===== src/design/crcfst_pkg.sv =====
// Package of the CRC framed serial transmitter: word types, frame constants
// and the CRC helper functions. Depends on nothing.
`default_nettype none

package crcfst_pkg;

	// Fixed frame layout
	localparam int ADDR_BITS  = 8;
	localparam int BYTE_BITS  = 8;
	localparam int CHECK_BITS = 6;
	localparam int REM_BITS   = 5;

	// Generator x^5 + x^3 + x^2 + 1, leading term dropped
	localparam logic [REM_BITS-1:0] POLY_LOW = 5'h0D;

	// Defaults for the top level parameters
	localparam int DEF_DATA_BYTES  = 4;
	localparam int DEF_START_TICKS = 10;

	typedef struct packed {
		logic       cmd;
		logic [7:0] data_byte;
	} in_word_t;

	typedef struct packed {
		logic line_level;
		logic busy_res;
		logic frame_done;
		logic byte_dropped;
	} out_word_t;

	// One long-division step: shift in one message bit
	function automatic logic [REM_BITS-1:0] div_step(input logic [REM_BITS-1:0] rem,
		input logic bit_in);
		logic [REM_BITS-1:0] r;
		r = {rem[REM_BITS-2:0], bit_in};
		if (rem[REM_BITS-1])
			r = r ^ POLY_LOW;
		return r;
	endfunction

	// x^n mod G; called with constant arguments only, folds at elaboration
	function automatic logic [REM_BITS-1:0] pow_rem(input int n);
		logic [REM_BITS-1:0] r;
		r = REM_BITS'(1);
		for (int k = 0; k < n; k++)
			r = div_step(r, 1'b0);
		return r;
	endfunction

endpackage

`default_nettype wire


===== src/design/crc_framed_serial_transmitter.sv =====
// CRC framed serial transmitter: top level, byte collection, CRC and bit timing.
// Depends on crcfst_pkg.
`default_nettype none

// One input word is taken per clock when in_stall is low; each word yields
// exactly one result word, which is registered. A single
// skid entry behind the result register keeps the input open while a result
// waits; in_stall rises only when that entry is also occupied. A data word
// (cmd 0) is shifted into the collection register and folds its byte into a
// running CRC remainder (eight division steps); the byte that completes a set
// of DATA_BYTES adds the station address and the six appended zeros through
// constant XOR columns and loads the frame shift register in the same cycle,
// so the line goes high with that result. Tick words (cmd 1) in a frame
// advance the tick counter; every second tick from START_TICKS on shifts
// the next frame bit onto the line, and tick START_TICKS + 2 * frame length
// ends the frame. Data words that arrive during a frame are dropped and
// flagged. The address register is written through cfg_wr_en / cfg_wr_data
// and should only be changed between frames.
module crc_framed_serial_transmitter #(
	parameter int DATA_BYTES  = crcfst_pkg::DEF_DATA_BYTES,
	parameter int START_TICKS = crcfst_pkg::DEF_START_TICKS
) (
	input  wire logic                  clk,
	input  wire logic                  arst_n,
	input  wire logic                  cfg_wr_en,
	input  wire logic [7:0]            cfg_wr_data,
	input  wire logic                  in_valid,
	output      logic                  in_stall,
	input  wire crcfst_pkg::in_word_t  in_word,
	output      logic                  out_valid,
	input  wire logic                  out_stall,
	output      crcfst_pkg::out_word_t out_word
);
	import crcfst_pkg::*;

	localparam int DATA_W    = BYTE_BITS * DATA_BYTES;
	localparam int MSG_BITS  = ADDR_BITS + DATA_W;
	localparam int FRAME_LEN = MSG_BITS + CHECK_BITS;
	localparam int END_TICK  = START_TICKS + 2 * FRAME_LEN;
	localparam int TICK_W    = $clog2(END_TICK + 1);
	localparam int CNT_W     = (DATA_BYTES > 1) ? $clog2(DATA_BYTES) : 1;
	localparam logic START_ODD = 1'((START_TICKS % 2) != 0);

	// Block state
	logic [7:0]           addr_q;
	logic [DATA_W-1:0]    data_q;
	logic [CNT_W-1:0]     cnt_q;
	logic [REM_BITS-1:0]  crc_q;
	logic [FRAME_LEN-1:0] frame_q;
	logic [TICK_W-1:0]    tick_q;
	logic                 sending_q;
	logic                 line_q;

	// Output register and skid entry
	out_word_t out_q, skid_q;
	logic      out_v_q, skid_v_q;

	logic accept;
	assign in_stall = skid_v_q;
	assign accept   = in_valid && !in_stall;

	// Next-state values
	logic [DATA_W-1:0]    data_n;
	logic [CNT_W-1:0]     cnt_n;
	logic [REM_BITS-1:0]  crc_n;
	logic [FRAME_LEN-1:0] frame_n;
	logic [TICK_W-1:0]    tick_n;
	logic                 sending_n;
	logic                 line_n;
	out_word_t            res;

	// CRC and frame assembly
	logic [REM_BITS-1:0]  crc_byte;
	logic [REM_BITS-1:0]  crc_full;
	logic [DATA_W-1:0]    data_shift;
	logic [FRAME_LEN-1:0] frame_load;
	logic [TICK_W-1:0]    tick_inc;
	logic                 last_byte;

	// Fold the incoming byte into the running remainder, MSB first
	always_comb begin
		crc_byte = crc_q;
		for (int b = BYTE_BITS - 1; b >= 0; b--)
			crc_byte = div_step(crc_byte, in_word.data_byte[b]);
	end

	// Complete remainder: address at its degree plus data times x^6
	always_comb begin
		crc_full = '0;
		for (int i = 0; i < ADDR_BITS; i++)
			if (addr_q[i])
				crc_full = crc_full ^ pow_rem(MSG_BITS - 1 - i + CHECK_BITS);
		for (int j = 0; j < REM_BITS; j++)
			if (crc_byte[j])
				crc_full = crc_full ^ pow_rem(j + CHECK_BITS);
	end

	assign data_shift = DATA_W'({data_q, in_word.data_byte});
	assign last_byte  = (cnt_q == CNT_W'(DATA_BYTES - 1));
	assign tick_inc   = tick_q + TICK_W'(1);

	// Frame vector, bit 0 goes out first
	always_comb begin
		frame_load = '0;
		for (int i = 0; i < ADDR_BITS; i++)
			frame_load[i] = addr_q[i];
		for (int m = 0; m < DATA_W; m++)
			frame_load[ADDR_BITS + m] = data_shift[DATA_W - 1 - m];
		frame_load[MSG_BITS] = 1'b0;
		for (int i = 0; i < REM_BITS; i++)
			frame_load[FRAME_LEN - REM_BITS + i] = crc_full[REM_BITS - 1 - i];
	end

	// Per-word state update and result
	always_comb begin
		data_n    = data_q;
		cnt_n     = cnt_q;
		crc_n     = crc_q;
		frame_n   = frame_q;
		tick_n    = tick_q;
		sending_n = sending_q;
		line_n    = line_q;
		res       = '0;
		if (!in_word.cmd) begin
			if (sending_q) begin
				res.byte_dropped = 1'b1;
			end else begin
				data_n = data_shift;
				if (last_byte) begin
					cnt_n     = '0;
					crc_n     = '0;
					frame_n   = frame_load;
					sending_n = 1'b1;
					line_n    = 1'b1;
					tick_n    = '0;
				end else begin
					cnt_n = cnt_q + CNT_W'(1);
					crc_n = crc_byte;
				end
			end
		end else if (sending_q) begin
			tick_n = tick_inc;
			if (tick_inc == TICK_W'(END_TICK)) begin
				line_n         = 1'b0;
				sending_n      = 1'b0;
				tick_n         = '0;
				res.frame_done = 1'b1;
			end else if (tick_inc >= TICK_W'(START_TICKS) &&
				(tick_inc[0] == START_ODD)) begin
				line_n  = frame_q[0];
				frame_n = frame_q >> 1;
			end
		end
		res.line_level = line_n;
		res.busy_res   = sending_n;
	end

	// Station address register
	always_ff @(posedge clk or negedge arst_n) begin
		if (!arst_n)
			addr_q <= '0;
		else if (cfg_wr_en)
			addr_q <= cfg_wr_data;
	end

	// Control state
	always_ff @(posedge clk or negedge arst_n) begin
		if (!arst_n) begin
			cnt_q     <= '0;
			crc_q     <= '0;
			tick_q    <= '0;
			sending_q <= 1'b0;
			line_q    <= 1'b0;
		end else if (accept) begin
			cnt_q     <= cnt_n;
			crc_q     <= crc_n;
			tick_q    <= tick_n;
			sending_q <= sending_n;
			line_q    <= line_n;
		end
	end

	// Data and frame payload
	always_ff @(posedge clk) begin
		if (accept) begin
			data_q  <= data_n;
			frame_q <= frame_n;
		end
	end

	// Result register with one skid entry
	logic out_free;
	assign out_free = !out_v_q || !out_stall;

	always_ff @(posedge clk or negedge arst_n) begin
		if (!arst_n) begin
			out_v_q  <= 1'b0;
			skid_v_q <= 1'b0;
		end else if (out_free) begin
			out_v_q  <= skid_v_q || accept;
			skid_v_q <= 1'b0;
		end else if (accept) begin
			skid_v_q <= 1'b1;
		end
	end

	always_ff @(posedge clk) begin
		if (out_free) begin
			if (skid_v_q)
				out_q <= skid_q;
			else if (accept)
				out_q <= res;
		end else if (accept) begin
			skid_q <= res;
		end
	end

	assign out_valid = out_v_q;
	assign out_word  = out_q;

endmodule

`default_nettype wire


===== config.mk =====
export PLATFORM = sky130hd
export DESIGN_NAME = crc_framed_serial_transmitter
export DESIGN_NICKNAME = d
export VERILOG_FILES = /design/src/design/crcfst_pkg.sv /design/src/design/crc_framed_serial_transmitter.sv
export SDC_FILE = /design/constraint.sdc
export NUM_CORES = 1
export LEC_CHECK = 0
export BUFFER_PORTS_ARGS = -buffer_cell sky130_fd_sc_hd__buf_2
export CELL_PAD_IN_SITES_DETAIL_PLACEMENT = 2
export CELL_PAD_IN_SITES_GLOBAL_PLACEMENT = 2
export CORE_ASPECT_RATIO = 1.4
export CORE_MARGIN = 10
export CORE_UTILIZATION = 40
export DETAILED_ROUTE_END_ITERATION = 6
export GPL_ROUTABILITY_DRIVEN = 0
export HOLD_SLACK_MARGIN = 0.1
export PLACE_DENSITY = 0.76
export SYNTH_ARGS = -nofsm -noshare
export SYNTH_HDL_FRONTEND = slang
export SYNTH_SLANG_ARGS = --single-unit

===== constraint.sdc =====
create_clock -name clk -period 5.3 [get_ports clk]
set_input_delay 1.06 -clock clk [delete_from_list [all_inputs] [get_ports clk]]
set_output_delay 1.06 -clock clk [all_outputs]
set_load 0.02 [all_outputs]

==> summary.txt <==
Status
  – Status: finished clean

Floorplanning
  – Row cnt: 46
  – DIE AREA: about 0.016 sq mm
  – Die X-Extent: 110.8 um
  – Num ports: 28
  – Initial Utilization: 0.4068
  – CORE AREA: between 0.01 and 0.015 sq mm
  – Die height: 147.1 um

Logic synthesis
  – Cell variety after synth: 41
  – EDFF count, synth: 78
  – Synthesized area: between 0.004 and 0.005 sq mm
  – Yosys reg bits: 104
  – Syn_area_per_cell: ~16 sq um
  – Seq/Total Area, Yosys: 0.6489
  – Post-synth ARST share: 0.2500
  – YS warnings: 0
  – Syn Nets: ~320
  – Post-synthesis cell count: 297
  – Synth Flop Type: edfxtp_1

Cells and area
  – Post-layout nets: roughly 350
  – Layout cells sized above 1: 0.3163
  – Area growth, synth to finish: 13.46%
  – Diodes inserted: 0
  – Most frequent cells in the layout: edfxtp_1, mux2_2, buf_2
  – Commonest non-fill, non-tap cell in the layout: edfxtp_1

Setup path
  – WP data arrival: between 3 and 4 ns
  – Worst Path Class, Setup: reg -> reg
  – Crit-path cells: ha_1 > nand3_1 > or3_1 > a211oi_2 > nand2_1 > a21oi_1 > nor2_4 > buf_4
  – Reg2reg end: frame_q[8]$_DFFE_PP_
  – Reg2reg path depth: 8
  – Reg2reg start: tick_q[0]$_DFFE_PN0P_
  – Crit path max fanout: 46
  – Buffers & Inverters on Critical Path: 1
  – Crit. End Element: flop
  – Slowest CP cell: dfrtp_1
  – Slowest cell delay on critical path: 0.51 ns
  – Delay-heaviest family, CP: simple AND/OR/NAND/NOR gates
  – FF-to-FF setup slack: around 2.1 ns
  – Worst setup SP type: flop
  – Data required time of the worst path: ~5.3 ns

Clock tree
  – # resized after CTS: 0
  – CTS tree: built
  – Root buffer cell: clkbuf_16
  – CTS Sinks: approximately 100
  – Max Root-Sink Buffers: 2
  – Setup bufs post-CTS: 0
  – Clk_lat worst skew: between 0.3 and 0.4 ns
  – H-tree levels: 3
  – Worst-path clk slew: approximately 0.070 ns
  – Hold-fix buffers, CTS: 0
  – Cts bufs inserted: 9

Pwr
  – Leak Pwr: 0.001917 uW
  – Net Sw Frac: 0.2983
  – Pwr Total: 2743 uW
  – Power Density: between 500 and 600 mW/mm^2
  – Clock share of power: 0.260
  – Reg power frac: 0.370
  – Logic pwr share: 0.370
  – Internal: around 1900 uW
  – VDD IR max: between 0.4 and 0.5 mV
  – Switching power: a little over 800 uW

Drt
  – Wire length per cell: between 20 and 25 um
  – DRT antenna net count: 0
  – DRT iter0 DRCs: 74
  – Vias per cell: around 5.2
  – Drt pass-1 iters: 4
  – Detailed Route WL: 10050 um
  – Vias: roughly 2500
  – DRC Markers: 0

STA
  – Final Max Tran Viols: 0
  – Clock skew: 0.007854 ns
  – Tcrit/Tclk final: 0.6030
  – Setup_tns: 0 ns
  – Final Hold Vio Count: 0
  – Post-route minimum period: 3.196 ns
  – Worst slew pin tran: approximately 1 ns
  – RSZ-0062 raised after global routing: no
  – Final setup fails: 0
  – Max-slew headroom: 0.3409
  – Achievable Freq: around 310 MHz

Min path
  – Hold_sp: data_q[6]$_DFFE_PP_
  – Hold path cells: 0
  – Hold EP: data_q[14]$_DFFE_PP_
  – Hold Crit Class: reg -> reg

Global routing
  – GRT Total Usage: 0.1283
  – Initial antenna violation count: 0
  – First-pass GRT wire length: 16310 um
  – Largest net degree at the start of global routing: 57
  – GR Overflow Total: 0
  – Number of global-route vias before repair: approximately 2900

Place
  – Post-DP HPWL: 7313 um
  – IO buf count: 27

Job
  – Max Cap Violations: 0
==> per-layer routing <==
metal / part of all wire / global-route usage / vias to the layer above
met3: 0.016 / 0.02282 / 8
met2: 0.58 / 0.2402 / 25
met5: 0 / 0 / -
met1: 0.39 / 0.1382 / 1276
li1: - / - / 1161
met4: 0.013 / 0.05091 / 0
==> flip-flops by register name (all words and copies together), names as in the netlist <==
register / flops
addr_q: 8
cnt_q: 2
crc_q: 5
data_q: 24
frame_q: 46
in_stall: 1
line_q: 1
out_valid: 1
out_word: 4
sending_q: 1
skid_q: 4
tick_q: 7
==> power by group through the flow <==
stage | Sequential, uW | Clock [uW] | Combinational (uW)
finish | 1020 | 714 | 1010
global route | 1030 | 760 | 1120
floorplan | 1010 | 0 | 840
global placement | 1030 | 0 | 967
detailed placement | 1030 | 0 | 1020
CTS | 1020 | 733 | 1040
==> cells in the mapped netlist (all sizes together), types with 2 or more instances <==
| cell | n | area share |
|---|---|---|
| edfxtp | 78 | 0.51 |
| mux2 | 51 | 0.13 |
| dfrtp | 26 | 0.14 |
| nand2 | 21 | 0.017 |
| xnor2 | 18 | 0.042 |
| nor2 | 15 | 0.012 |
| o21ai | 11 | 0.012 |
| xor2 | 8 | 0.017 |
| a21oi | 7 | 0.0076 |
| a22o | 7 | 0.014 |
| xnor3 | 6 | 0.030 |
| buf | 5 | 0.0046 |
| clkbuf | 5 | 0.0041 |
| inv | 5 | 0.0041 |
| a211oi | 4 | 0.0076 |
| a32o | 4 | 0.0087 |
| ha | 3 | 0.0081 |
| nand3 | 3 | 0.0033 |
| a31oi | 2 | 0.0027 |
| nand2b | 2 | 0.0027 |
| nor2b | 2 | 0.0027 |
| o31ai | 2 | 0.0033 |
| or3 | 2 | 0.0027 |
==> kinds of logic after synthesis <==
group                      after synthesis  synth area share
AOI/OAI and AO/OA                       41           0.06294
xor gates and xnor gates                33           0.09360
adders and majority gates                3          0.008140
buffers and inverters                   15           0.01275
DFF                                    104            0.6489
muxes                                   52            0.1275
and+or+nand+nor                         49           0.04612
==> how the worst max path moves through the flow <==
stage / startpoint / endpoint / slack, ns / depth (start not counted)
after floorplan: tick_q[0]$_DFFE_PN0P_ / frame_q[0]$_DFFE_PP_ / 1.34 / 7
after detailed placement: in_word[8] / data_q[18]$_DFFE_PP_ / 1.83 / 5
after CTS: tick_q[0]$_DFFE_PN0P_ / frame_q[24]$_DFFE_PP_ / 2.09 / 8
after global placement: in_word[8] / frame_q[12]$_DFFE_PP_ / 1.98 / 7
final: tick_q[0]$_DFFE_PN0P_ / frame_q[8]$_DFFE_PP_ / 2.10 / 8
after global routing: tick_q[0]$_DFFE_PN0P_ / frame_q[24]$_DFFE_PP_ / 1.83 / 8
==> metrics by stage <==
step / instance area [sq um] / utilization / hold WS (ns) / cells / worst slack, ns
6_report: 5233 / 0.4615 / 0.4450 / 476 / 2.104
5_1_grt: 5233 / 0.4615 / 0.4682 / 476 / 1.832
4_1_cts: 5233 / 0.4615 / 0.4487 / 476 / 2.091
3_5_place_dp: 4910 / 0.4330 / 0.4359 / 460 / 1.835
3_3_place_gp: 4910 / 0.4330 / 0.4307 / 460 / 1.983
2_1_floorplan: 4612 / - / 0.4222 / 297 / 1.345
==> cell type report <==
type | count | area, sq um
Multi-Input combinational cell | 178 | 1568
Clock buffer | 12 | 246.5
Fill cell | 1034 | 6106
Inverter | 5 | 18.77
Sequential cell | 104 | 2993
Clock inverter | 4 | 76.32
Tap cell | 144 | 180.2
Timing Repair Buffer | 29 | 150.1
Power figures use the tool's default switching activity.
